`config.mk`:
```
export PLATFORM = sky130hd
export DESIGN_NAME = qfu_ctrl
export DESIGN_NICKNAME = d
export VERILOG_FILES = /design/src/rtl/qfu_pkg.sv /design/src/rtl/qfu_ctrl.sv
export SDC_FILE = /design/constraint.sdc
export NUM_CORES = 1
export LEC_CHECK = 0
export BUFFER_PORTS_ARGS = -buffer_cell sky130_fd_sc_hd__buf_4
export CORE_MARGIN = 5
export CORE_UTILIZATION = 50
export CTS_CLUSTER_SIZE = 14
export DETAILED_ROUTE_END_ITERATION = 6
export PLACE_DENSITY_LB_ADDON = 0.12
export SLEW_MARGIN = 20
export SYNTH_ARGS = -nofsm -noshare
export SYNTH_HDL_FRONTEND = slang
export SYNTH_SLANG_ARGS = --single-unit
```
`constraint.sdc`:
```
create_clock -name clk -period 3.05 [get_ports clk]
set_clock_uncertainty 0.2 [all_clocks]
set_input_delay 0.61 -clock clk [delete_from_list [all_inputs] [get_ports clk]]
set_output_delay 0.61 -clock clk [all_outputs]
set_load 0.01 [all_outputs]
```
`src/rtl/qfu_pkg.sv`:
```
package qfu_pkg;

	// operation codes
	localparam logic [2:0] MODE_MUL  = 3'd0;
	localparam logic [2:0] MODE_DIV  = 3'd1;
	localparam logic [2:0] MODE_SQRT = 3'd2;
	localparam logic [2:0] MODE_SIN  = 3'd3;
	localparam logic [2:0] MODE_COS  = 3'd4;
	localparam logic [2:0] MODE_LOG2 = 3'd5;

	// q16.16 constants
	localparam logic signed [31:0] ONE_Q     = 32'sd65536;
	localparam logic signed [31:0] PI_Q      = 32'sd205887;
	localparam logic signed [31:0] HALF_PI_Q = 32'sd102943;
	localparam logic signed [31:0] TWO_PI_Q  = 32'sd411774;
	localparam logic signed [31:0] INV_FACT3 = 32'sd10923;
	localparam logic signed [31:0] INV_FACT5 = 32'sd546;
	localparam logic signed [31:0] INV_FACT7 = 32'sd13;
	localparam int NEWTON_STEPS = 8;
	localparam int SQRT_SCALE   = 8;

	// divider geometry
	localparam int DIV_W     = 48;
	localparam int DIV_SHORT = 32;
	localparam int DIV_CNT_W = 6;

	// reciprocal of a whole turn, scaled by 2^RED_SHIFT, for angle reduction
	localparam int          RED_SHIFT = 49;
	localparam logic [31:0] RED_RECIP = 32'((64'd1 << RED_SHIFT) / 64'(TWO_PI_Q));

	// multiplier operand pairs, in issue order for the sine series
	typedef enum logic [2:0] {
		MS_AB, MS_RR, MS_X2R, MS_X3C3, MS_X3X2, MS_X5C5, MS_X5X2, MS_X7C7
	} mul_sel_t;

	// divider operand sources
	typedef enum logic [1:0] {
		DS_QDIV, DS_SQRT
	} div_sel_t;

	// controller to datapath
	typedef struct packed {
		logic     load;
		logic     mul_go;
		mul_sel_t mul_sel;
		logic     div_go;
		div_sel_t div_sel;
		logic     red_go;
		logic     sq_step;
		logic     red_apply;
		logic     log_shift;
		logic     out_load;
	} qfu_cmd_t;

	// datapath to controller
	typedef struct packed {
		logic [2:0] mode;
		logic       a_pos;
		logic       div_done;
		logic       red_done;
		logic       sq_stop;
		logic       need_hi;
		logic       need_lo;
		logic       log_big;
	} qfu_sts_t;

endpackage

```
`src/rtl/qfu_ctrl.sv`:
```
module qfu_ctrl import qfu_pkg::*; (
	input  logic     clk,
	input  logic     arst_n,
	input  logic     in_valid,
	output logic     in_stall,
	output logic     out_valid,
	input  logic     out_stall,
	input  qfu_sts_t sts,
	output qfu_cmd_t cmd
);

	typedef enum logic [3:0] {
		ST_IDLE, ST_DISPATCH, ST_MUL_ISSUE, ST_MUL_WAIT, ST_DIV_WAIT,
		ST_SQ_DIV, ST_SQ_WAIT, ST_SQ_UPD, ST_TRIG, ST_RED_WAIT,
		ST_RED_APPLY, ST_LOG, ST_FIN
	} state_t;

	localparam logic [2:0] LAST_STEP = 3'(NEWTON_STEPS - 1);

	state_t     state_q;
	mul_sel_t   mul_idx_q;
	logic [2:0] step_q;
	logic       out_valid_q;
	logic       in_xfer;
	logic       out_free;

	assign in_stall = state_q != ST_IDLE;
	assign in_xfer  = in_valid && !in_stall;
	assign out_free = !out_valid_q || !out_stall;

	// command decode
	always_comb begin
		cmd           = '0;
		cmd.mul_sel   = mul_idx_q;
		cmd.div_sel   = DS_QDIV;
		cmd.load      = in_xfer;
		case (state_q)
			ST_DISPATCH: begin
				if (sts.mode == MODE_DIV) begin
					cmd.div_go = 1'b1;
				end
			end
			ST_MUL_ISSUE: cmd.mul_go = 1'b1;
			ST_SQ_DIV: begin
				cmd.div_go  = 1'b1;
				cmd.div_sel = DS_SQRT;
			end
			ST_SQ_UPD:    cmd.sq_step   = !sts.sq_stop;
			ST_TRIG:      cmd.red_go    = sts.need_hi || sts.need_lo;
			ST_RED_APPLY: cmd.red_apply = 1'b1;
			ST_LOG:       cmd.log_shift = sts.log_big;
			ST_FIN:       cmd.out_load  = out_free;
			default: ;
		endcase
	end

	// sequencer and output valid
	always_ff @(posedge clk or negedge arst_n) begin
		if (!arst_n) begin
			state_q     <= ST_IDLE;
			mul_idx_q   <= MS_AB;
			step_q      <= '0;
			out_valid_q <= 1'b0;
		end else begin
			// set when a result is loaded, cleared on transfer
			if (state_q == ST_FIN && out_free) begin
				out_valid_q <= 1'b1;
			end else if (out_valid_q && !out_stall) begin
				out_valid_q <= 1'b0;
			end
			case (state_q)
				ST_IDLE: begin
					if (in_xfer) begin
						state_q <= ST_DISPATCH;
					end
				end
				ST_DISPATCH: begin
					step_q <= '0;
					case (sts.mode)
						MODE_MUL: begin
							mul_idx_q <= MS_AB;
							state_q   <= ST_MUL_ISSUE;
						end
						MODE_DIV:  state_q <= ST_DIV_WAIT;
						MODE_SQRT: state_q <= sts.a_pos ? ST_SQ_DIV : ST_FIN;
						MODE_SIN:  state_q <= ST_TRIG;
						MODE_COS:  state_q <= ST_TRIG;
						MODE_LOG2: state_q <= sts.a_pos ? ST_LOG : ST_FIN;
						default:   state_q <= ST_FIN;
					endcase
				end
				ST_MUL_ISSUE: state_q <= ST_MUL_WAIT;
				ST_MUL_WAIT: begin
					if (mul_idx_q == MS_AB || mul_idx_q == MS_X7C7) begin
						state_q <= ST_FIN;
					end else begin
						mul_idx_q <= mul_sel_t'(mul_idx_q + 3'd1);
						state_q   <= ST_MUL_ISSUE;
					end
				end
				ST_DIV_WAIT: begin
					if (sts.div_done) begin
						state_q <= ST_FIN;
					end
				end
				ST_SQ_DIV: state_q <= ST_SQ_WAIT;
				ST_SQ_WAIT: begin
					if (sts.div_done) begin
						state_q <= ST_SQ_UPD;
					end
				end
				ST_SQ_UPD: begin
					if (sts.sq_stop || step_q == LAST_STEP) begin
						state_q <= ST_FIN;
					end else begin
						step_q  <= step_q + 1'b1;
						state_q <= ST_SQ_DIV;
					end
				end
				ST_TRIG: begin
					if (sts.need_hi || sts.need_lo) begin
						state_q <= ST_RED_WAIT;
					end else begin
						mul_idx_q <= MS_RR;
						state_q   <= ST_MUL_ISSUE;
					end
				end
				ST_RED_WAIT: begin
					if (sts.red_done) begin
						state_q <= ST_RED_APPLY;
					end
				end
				ST_RED_APPLY: state_q <= ST_TRIG;
				ST_LOG: begin
					if (!sts.log_big) begin
						state_q <= ST_FIN;
					end
				end
				ST_FIN: begin
					if (out_free) begin
						state_q <= ST_IDLE;
					end
				end
				default: state_q <= ST_IDLE;
			endcase
		end
	end

	assign out_valid = out_valid_q;

endmodule

```
# Word level (Yosys, flattened, before mapping)
# Cells that the tools add are included.
[word_totals]
reg_bits = 11
input_bits = 14
wordCells = 87
[op_classes]
n_addsub = 2
n_eq_ne = 29
mux = 30
n_reduce_logical = 22
[ops]
columns = ["op", "count"]
rows = [
  ["$pmux W4 S13", 1],
  ["$mux W4", 10],
  ["$eq A4 B4 Y1 const B", 5],
  ["$ne A2 B2 Y1 const B", 10],
  ["$pmux W4 S5", 1],
  ["$eq A4 B3 Y1 const B", 4],
  ["$mux W3", 5],
  ["$eq A3 B3 Y1 const B", 4],
  ["$mux W1", 10],
  ["$pmux W3 S3", 1],
  ["$eq A4 B2 Y1 const B", 2],
  ["$add A3 B1 Y3 const B", 2],
  ["$eq A3 B2 Y1 const B", 2],
  ["$logic_not A3 Y1", 2],
  ["$pmux W3 S2", 1],
  ["$reduce_and A6 Y1", 1],
  ["$eq A4 B1 Y1 const B", 1],
  ["$logic_not A1 Y1", 4],
  ["$logic_not A4 Y1", 1],
  ["$logic_or A1 B1 Y1", 4],
  ["$reduce_and A4 Y1", 1],
  ["$reduce_bool A2 Y1", 2],
  ["$reduce_bool A4 Y1", 1],
  ["$eq A3 B1 Y1 const B", 1],
  ["5 further kinds", 7],
]

# Logic depth before layout (Yosys ltp)
# Gate-level depths: netlist of run 1.
[depth]
depth_word = 5
depth_mapped = 7
depth_no_buf = 7

# Worst setup path before layout of run 1
# Ideal clock, no wire load.
[synth_timing]
path_kind = "register -> register"
startpoint = "register state_q[1]"
endpoint = "register mul_idx_q[0]"
t_arrival_ns = 1.928
path_slack_ns = 0.794
path_stages_with_launch = 8
synth_period_minus_slack_ns = 2.256
path_cell_list = "dfrtp_1 -> buf_6 -> or4b_1 -> buf_6 -> nor2_8 -> a22oi_2 -> a311oi_2 -> mux2_1"
[synth_between]
elab_chain_cells = 3
[synth_lines]
columns = ["item", "line", "text"]
rows = [
  ["from (decl)", "qfu_ctrl.sv:20", "state_t state_q;"],
  ["from (signal assigned)", "qfu_ctrl.sv:85", "MODE_SQRT: state_q <= sts.a_pos ? ST_SQ_DIV : ST_FIN;"],
  ["from (signal assigned)", "qfu_ctrl.sv:88", "MODE_LOG2: state_q <= sts.a_pos ? ST_LOG : ST_FIN;"],
  ["$eq A4 B1 Y1 (tied with other cells)", "qfu_ctrl.sv:71", "case (state_q)"],
  ["$ne A2 B2 Y1 (no line) / $reduce_bool A3 Y1 (equally long branches)", "n/a", ""],
  ["$reduce_and A4 Y1 (no line)", "n/a", ""],
  ["to (signal assigned)", "qfu_ctrl.sv:97", "mul_idx_q <= mul_sel_t'(mul_idx_q + 3'd1);"],
  ["to (decl)", "qfu_ctrl.sv:21", "mul_sel_t mul_idx_q;"],
]
# Parallel ways exist; a longest one is shown, timed or not.
# A chain may end at the register's enable or synchronous reset.

==> summary.txt, run 1 <==
Outcome
  • Status: finished clean

STA
  • Hold WS: 0.315 ns
  • Final setup TNS: 0 ns
  • Max-slew violations: 0
  • Fin crit period: 2.63 ns
  • Final setup fails: 0
  • RSZ-0062 raised after global routing: no
  • Endpoints failing hold: 0
  • Fin crit share: 86.3%
  • Fmax achieved: 380 MHz

CTS
  • Postcts setup bufs: 0
  • Clk pin slew, worst setup/hold paths: 0.07 ns
  • Clk buf depth: 2
  • # clock sinks: 11
  • TritonCTS Buffers: 3
  • Worst-skew pair later-pin latency: 0.27 ns
  • Root Driver: clkbuf_4
  • CTS tree: yes
  • H-tree levels: 1

Floorplan
  • FP Rows: 16
  • Initial core utilization: 51.3%
  • Die Area: 2940 um^2
  • Vert. Die Dim: 54.2 um
  • Ports: 29
  • Die X-Extent: 54.2 um
  • Core box area: 1900 um^2

Route
  • Routed WL per cell: 13.7 um
  • TritonRoute pass-1 iters: 4
  • Vias: 981
  • Antenna-violating nets left: 0
  • Vias per cell: 5.54
  • # DRC: 0
  • Total routed wirelength: 2430 um
  • 1st-iter DRT viols: 21

GRT
  • Tot GR Track Use: 18.4%
  • Vias in the first global route: 890
  • Gr ovfl total: 0
  • Largest net degree at the start of global routing: 18
  • First-pass GRT wire length: 3930 um
  • Initial antenna violation count: 0

Yosys
  • Synth Instances: 123
  • Post-synthesis mux area share: 3.46%
  • Compound-Gate Fraction of Synth Area: 27.4%
  • Top_reg_cell synth: dfrtp_1
  • Yosys warns: 0
  • Synth top area cells: dfrtp_1 28%, a21oi_1 5.6%, ha_1 5.1%, o21ai_0 5.1%, nor2_1 4.2%
  • Yosys reg bits: 11
  • Unique masters post-synth: 43
  • Simple-Gate Fraction of Synth Area: 26.0%
  • Post-Synth Adder-Cell Area: 5.13%
  • Mapped cell area: 976 um^2
  • Top cell type's share of synthesized area: 28.2%
  • Syn_nets: 141
  • Combinational family with the most area after synthesis: compound AO/OA/AOI/OAI gates
  • Syn_area_per_cell: 7.93 um^2
  • EDFF count, synth: 0
  • Synth Area in XOR/XNOR: 0%
  • Async S/R FF share, synth: 100%
  • Commonest cells post-synth: 11 x a21oi_1, 11 x dfrtp_1, 11 x nor2_1
  • Sequential-to-total area share from yosys stat: 28.2%
  • Area leader, netlist: dfrtp_1

Final layout
  • Area Growth Syn to Fin: 25.5%
  • Nets: 169
  • Util after Layout: 64.4%
  • Antenna fix cells: 0
  • Layout fillers: 177
  • Layout cells sized above 1: 28.0%

Worst hold path
  • Min-Delay Path Class: reg2reg

Worst setup path
  • Crit Path Class: reg2out
  • Cells along the critical path: or4b_1, nor2_8, a31o_2, buf_4
  • WP data arrival: 1.82 ns
  • Critical Path End: cmd[7]
  • Critical path origin: state_q[1]
  • Critical-path maximum fanout: 7
  • R2r endpoint: mul_idx_q[0]
  • Buf+Inv Stages, Crit Path: 1
  • Critical path depth: 4
  • Reg2reg setup slack: 0.70 ns
  • CP Launch Type: flop
  • Critical Path Slowest Stage Cell: or4b_1
  • Top delay family on crit path: simple AND/OR/NAND/NOR gates
  • Delay of the slowest critical-path stage: 0.73 ns
  • Worst R2R Path Depth: 5
  • Crit end category: primary output
  • Worst path required time: 2.24 ns
  • Worst R2R Start: state_q[1]

Power
  • Pwr Density: 779 nW/um^2
  • Leakage power: 0.572 nW
  • VDD IR max: 466 uV

Place
  • Port Buffers: 27
  • Hpwl dp: 1920 um
  • RD Place Congestion: 0.842

Flow run
  • Max-cap violations: 0
## tightest hold or removal path, stage by stage, from the launching register on
cell	delay, ns
dfrtp_1	0.35
nand3_1	0.06
o21ai_0	0.07
## cell families (layout without fill, tap and decap cells)
family | count (synthesis) | after routing
mux | 3 | 3
simple gates | 46 | 46
buf+inv | 18 | 45
compound gates | 40 | 40
fa+ha+maj | 4 | 4
flops | 11 | 11
other cells | 1 | 1
## flip-flops by register name (all words and copies together) (netlist names)
name and flops:
state_q 4, mul_idx_q 3, step_q 3, out_valid 1
## metal layers
layer | up-vias | global-route usage (%) | part of all wire, %
li1 | 497 | - | -
met1 | 456 | 24.0 | 44
met2 | 26 | 28.9 | 51
met3 | 2 | 5.26 | 4.1
met4 | 0 | 6.22 | 0.86
met5 | - | 0 | 0
## power by group
part	total [W]	internal (W)	switching [W]	leakage, nW
logic	0.000634	0.000269	0.000365	0.411
registers	0.000223	0.000194	0.0000288	0.146
clock network	0.0000984	0.0000507	0.0000477	0.0150
## cell type report
type                       count  area (um^2)  area share [%]
clock buffer                   4         26.3            2.15
inverter                       8         30.0            2.45
multi-input combinational     94          609            49.7
sequential                    11          275            22.5
tap                           27         33.8            2.76
timing repair buffer          33          250            20.4
## how the worst min path moves through the flow
stage               startpoint      endpoint  cells after the start
floorplan               arst_n  mul_idx_q[0]                      0
global placement        arst_n  mul_idx_q[2]                      1
detailed placement      arst_n  mul_idx_q[1]                      1
CTS                  step_q[1]     step_q[1]                      2
global route         step_q[0]     step_q[0]                      1
finish               step_q[1]     step_q[1]                      2
## layout by cell type, fill, tap and decap left out, drive strengths merged, types with 2 or more instances in the layout
cell type | netlist | final
buf | 5 | 32
nor2 | 12 | 12
a21oi | 11 | 11
dfrtp | 11 | 11
o21ai | 10 | 10
nand2 | 9 | 9
inv | 7 | 7
nand3 | 5 | 5
ha | 4 | 4
clkbuf | 5 | 4
nand2b | 3 | 3
nor3 | 3 | 3
and3 | 3 | 3
o31ai | 3 | 3
o22ai | 3 | 3
mux2 | 3 | 3
nor3b | 2 | 2
nor2b | 2 | 2
o211ai | 2 | 2
a31o | 2 | 2
## repair_timing
action,CTS,global route
hold buffers,1,0
resized for setup,0,0
hold endpoints to repair,11,0
## through the flow
step / area [um^2] / instances / setup WS [ns] / total power, W
final: 1220 / 177 / 0.419 / 0.000955
after global routing: 1220 / 177 / 0.322 / 0.00105
after CTS: 1220 / 177 / 0.414 / 0.000960
after detailed placement: 1190 / 172 / 0.699 / 0.000856
after global placement: 1190 / 172 / 0.732 / 0.000846
after floorplan: 976 / 123 / 0.794 / 0.000676
(Power assumes the default switching activity.)
==> inputs of run 2 (changes only) <==
- HOLD_SLACK_MARGIN: not set -> 0.03
- PLACE_DENSITY: not set -> 0.89
- PLACE_DENSITY_LB_ADDON: 0.12 -> not set
==> run 2 against run 1 <==
  * Worst setup slack got worse by 0.22 ns
  * Design area decreased by 2.5%
  * Register-to-register slack got worse by 0.23 ns
  * Sequential share of layout area increased by 0.56 points
  * Maximum frequency decreased by 7.7%
  * Largest cell class unchanged
  * Highest routed layer unchanged
==> summary.txt, run 2 (same netlist as run 1, synthesis figures left out) <==
STA
  • Fmax achieved: 351 MHz
  • RSZ-0062 raised after global routing: no
  • Slew headroom: 46.7%
  • Fin crit period: 2.85 ns
  • Endpoints failing hold: 0
  • Final setup fails: 0
  • Max-slew violations: 0
  • Final setup TNS: 0 ns
  • Fin worst setup slack: 0.198 ns
  • Fin crit share: 93.5%
  • Worst-Margin Slew: 0.792 ns

Worst setup path
  • Critical-path maximum fanout: 17
  • Delay of the slowest critical-path stage: 0.78 ns
  • Crit Path Class: reg2out
  • Top delay family on crit path: simple AND/OR/NAND/NOR gates
  • CP Launch Type: flop
  • Buf+Inv Stages, Crit Path: 1
  • Crit end category: primary output
  • WP data arrival: 2.04 ns
  • Critical Path Slowest Stage Cell: or4b_1
  • Worst R2R Path Depth: 5
  • Critical Path End: cmd[7]
  • Worst path required time: 2.24 ns
  • Cells along the critical path: or4b_1, nor2_8, a31o_2, buf_4
  • R2r endpoint: mul_idx_q[0]
  • Critical path depth: 4
  • Worst R2R Start: state_q[1]
  • Critical path origin: state_q[1]
  • Reg2reg setup slack: 0.47 ns

Final layout
  • Largest register FFs: 4
  • Commonest non-fill, non-tap cell in the layout: buf_4
  • Largest registers: state_q: 4 flops, mul_idx_q: 3 flops, step_q: 3 flops
  • Antenna fix cells: 0
  • Most frequent cells in the layout: 28 x buf_4, 11 x nor2_1, 11 x a21oi_1, 11 x dfrtp_1, 10 x o21ai_0
  • Largest register by flop count: state_q
  • Area Growth Syn to Fin: 22.4%
  • Nets: 165
  • Layout fillers: 177
  • Layout cells sized above 1: 26.0%
  • Design area: 1190 um^2
  • Fin cells: 173

Route
  • Vias: 1015
  • Routed WL per cell: 14.4 um
  • # DRC: 0
  • TritonRoute pass-1 iters: 4
  • Total routed wirelength: 2490 um
  • Vias per cell: 5.87
  • Antenna-violating nets left: 0
  • 1st-iter DRT viols: 16

GRT
  • First-pass GRT wire length: 4000 um
  • Gr ovfl total: 0
  • Vias in the first global route: 958
  • Initial antenna violation count: 0
  • Largest net degree at the start of global routing: 18
  • Tot GR Track Use: 19.1%

Place
  • Port Buffers: 27
  • Placed Area: 1160 um^2
  • Hpwl dp: 1930 um
  • Dpl ws: 0.488 ns
  • RD Place Congestion: 0.892
  • Number of cells after detailed placement: 168

CTS
  • CTS tree: yes
  • Clk buf depth: 2
  • Post-CTS sizing: 0
  • TritonCTS Buffers: 3
  • Worst-skew pair later-pin latency: 0.27 ns
  • Root Driver: clkbuf_4
  • # clock sinks: 11
  • Clk pin slew, worst setup/hold paths: 0.07 ns
  • H-tree levels: 1
  • Postcts setup bufs: 0

Floorplan
  • Vert. Die Dim: 54.2 um
  • FP Rows: 16
  • Ports: 29
  • Die Area: 2940 um^2
  • Die X-Extent: 54.2 um
  • Initial core utilization: 51.3%
  • Core box area: 1900 um^2

Flow run
  • Max-cap violations: 0

Power
  • Leakage power: 0.551 nW
  • Pwr Density: 775 nW/um^2
  • Total power: 0.000927 W
  • VDD IR max: 558 uV

Worst hold path
  • Hold Path Origin: step_q[0]
  • Min-Delay Path Class: reg2reg

Outcome
  • Status: finished clean
==> run 2: changes by cell type in the layout (fill, tap and decap cells not counted), sizes merged <==
| cell | change |
|---|---|
| buf | -4 |
==> run 2: cell type report <==
| cell class | count | area [um^2] | area share [%] |
|---|---|---|---|
| clock buffer | 4 | 26.3 | 2.20 |
| inverter | 8 | 30.0 | 2.51 |
| multi-input combinational | 94 | 609 | 51.0 |
| sequential | 11 | 275 | 23.0 |
| tap | 27 | 33.8 | 2.83 |
| timing repair buffer | 29 | 220 | 18.4 |
==> run 2: worst min-delay path by stage <==
stage	endpoint	cells after the start
after floorplan	mul_idx_q[0]	0
after global placement	mul_idx_q[1]	1
after detailed placement	mul_idx_q[1]	1
after CTS	step_q[0]	1
after global routing	step_q[0]	1
final	step_q[0]	1
==> run 2: what timing repair did <==
action	CTS	global route
hold endpoints to repair	11	0
hold buffers	1	0
setup endpoints to repair	0	0
==> run 2: metal layers <==
metal	up-vias	global-route usage, %	wire length [um]
met1	462	19.9	963
met3	15	5.26	194
met5	-	0	0
met4	0	12.0	124
li1	488	-	-
met2	50	33.3	1210
==> run 2: per-stage QoR <==
stage / util [%] / hold WS (ns)
6_report: 62.8 / 0.306
5_1_grt: 62.8 / 0.360
4_1_cts: 62.8 / 0.313
3_5_place_dp: 60.9 / 0.255
3_3_place_gp: 60.9 / 0.253
2_1_floorplan: - / 0.114
==> run 2: power by group <==
| group | switching [W] | internal (W) | total (W) | leakage (nW) |
|---|---|---|---|---|
| Combinational | 0.000298 | 0.000242 | 0.000540 | 0.390 |
| Clock | 0.0000528 | 0.0000507 | 0.000104 | 0.0150 |
| Sequential | 0.0000898 | 0.000193 | 0.000283 | 0.146 |
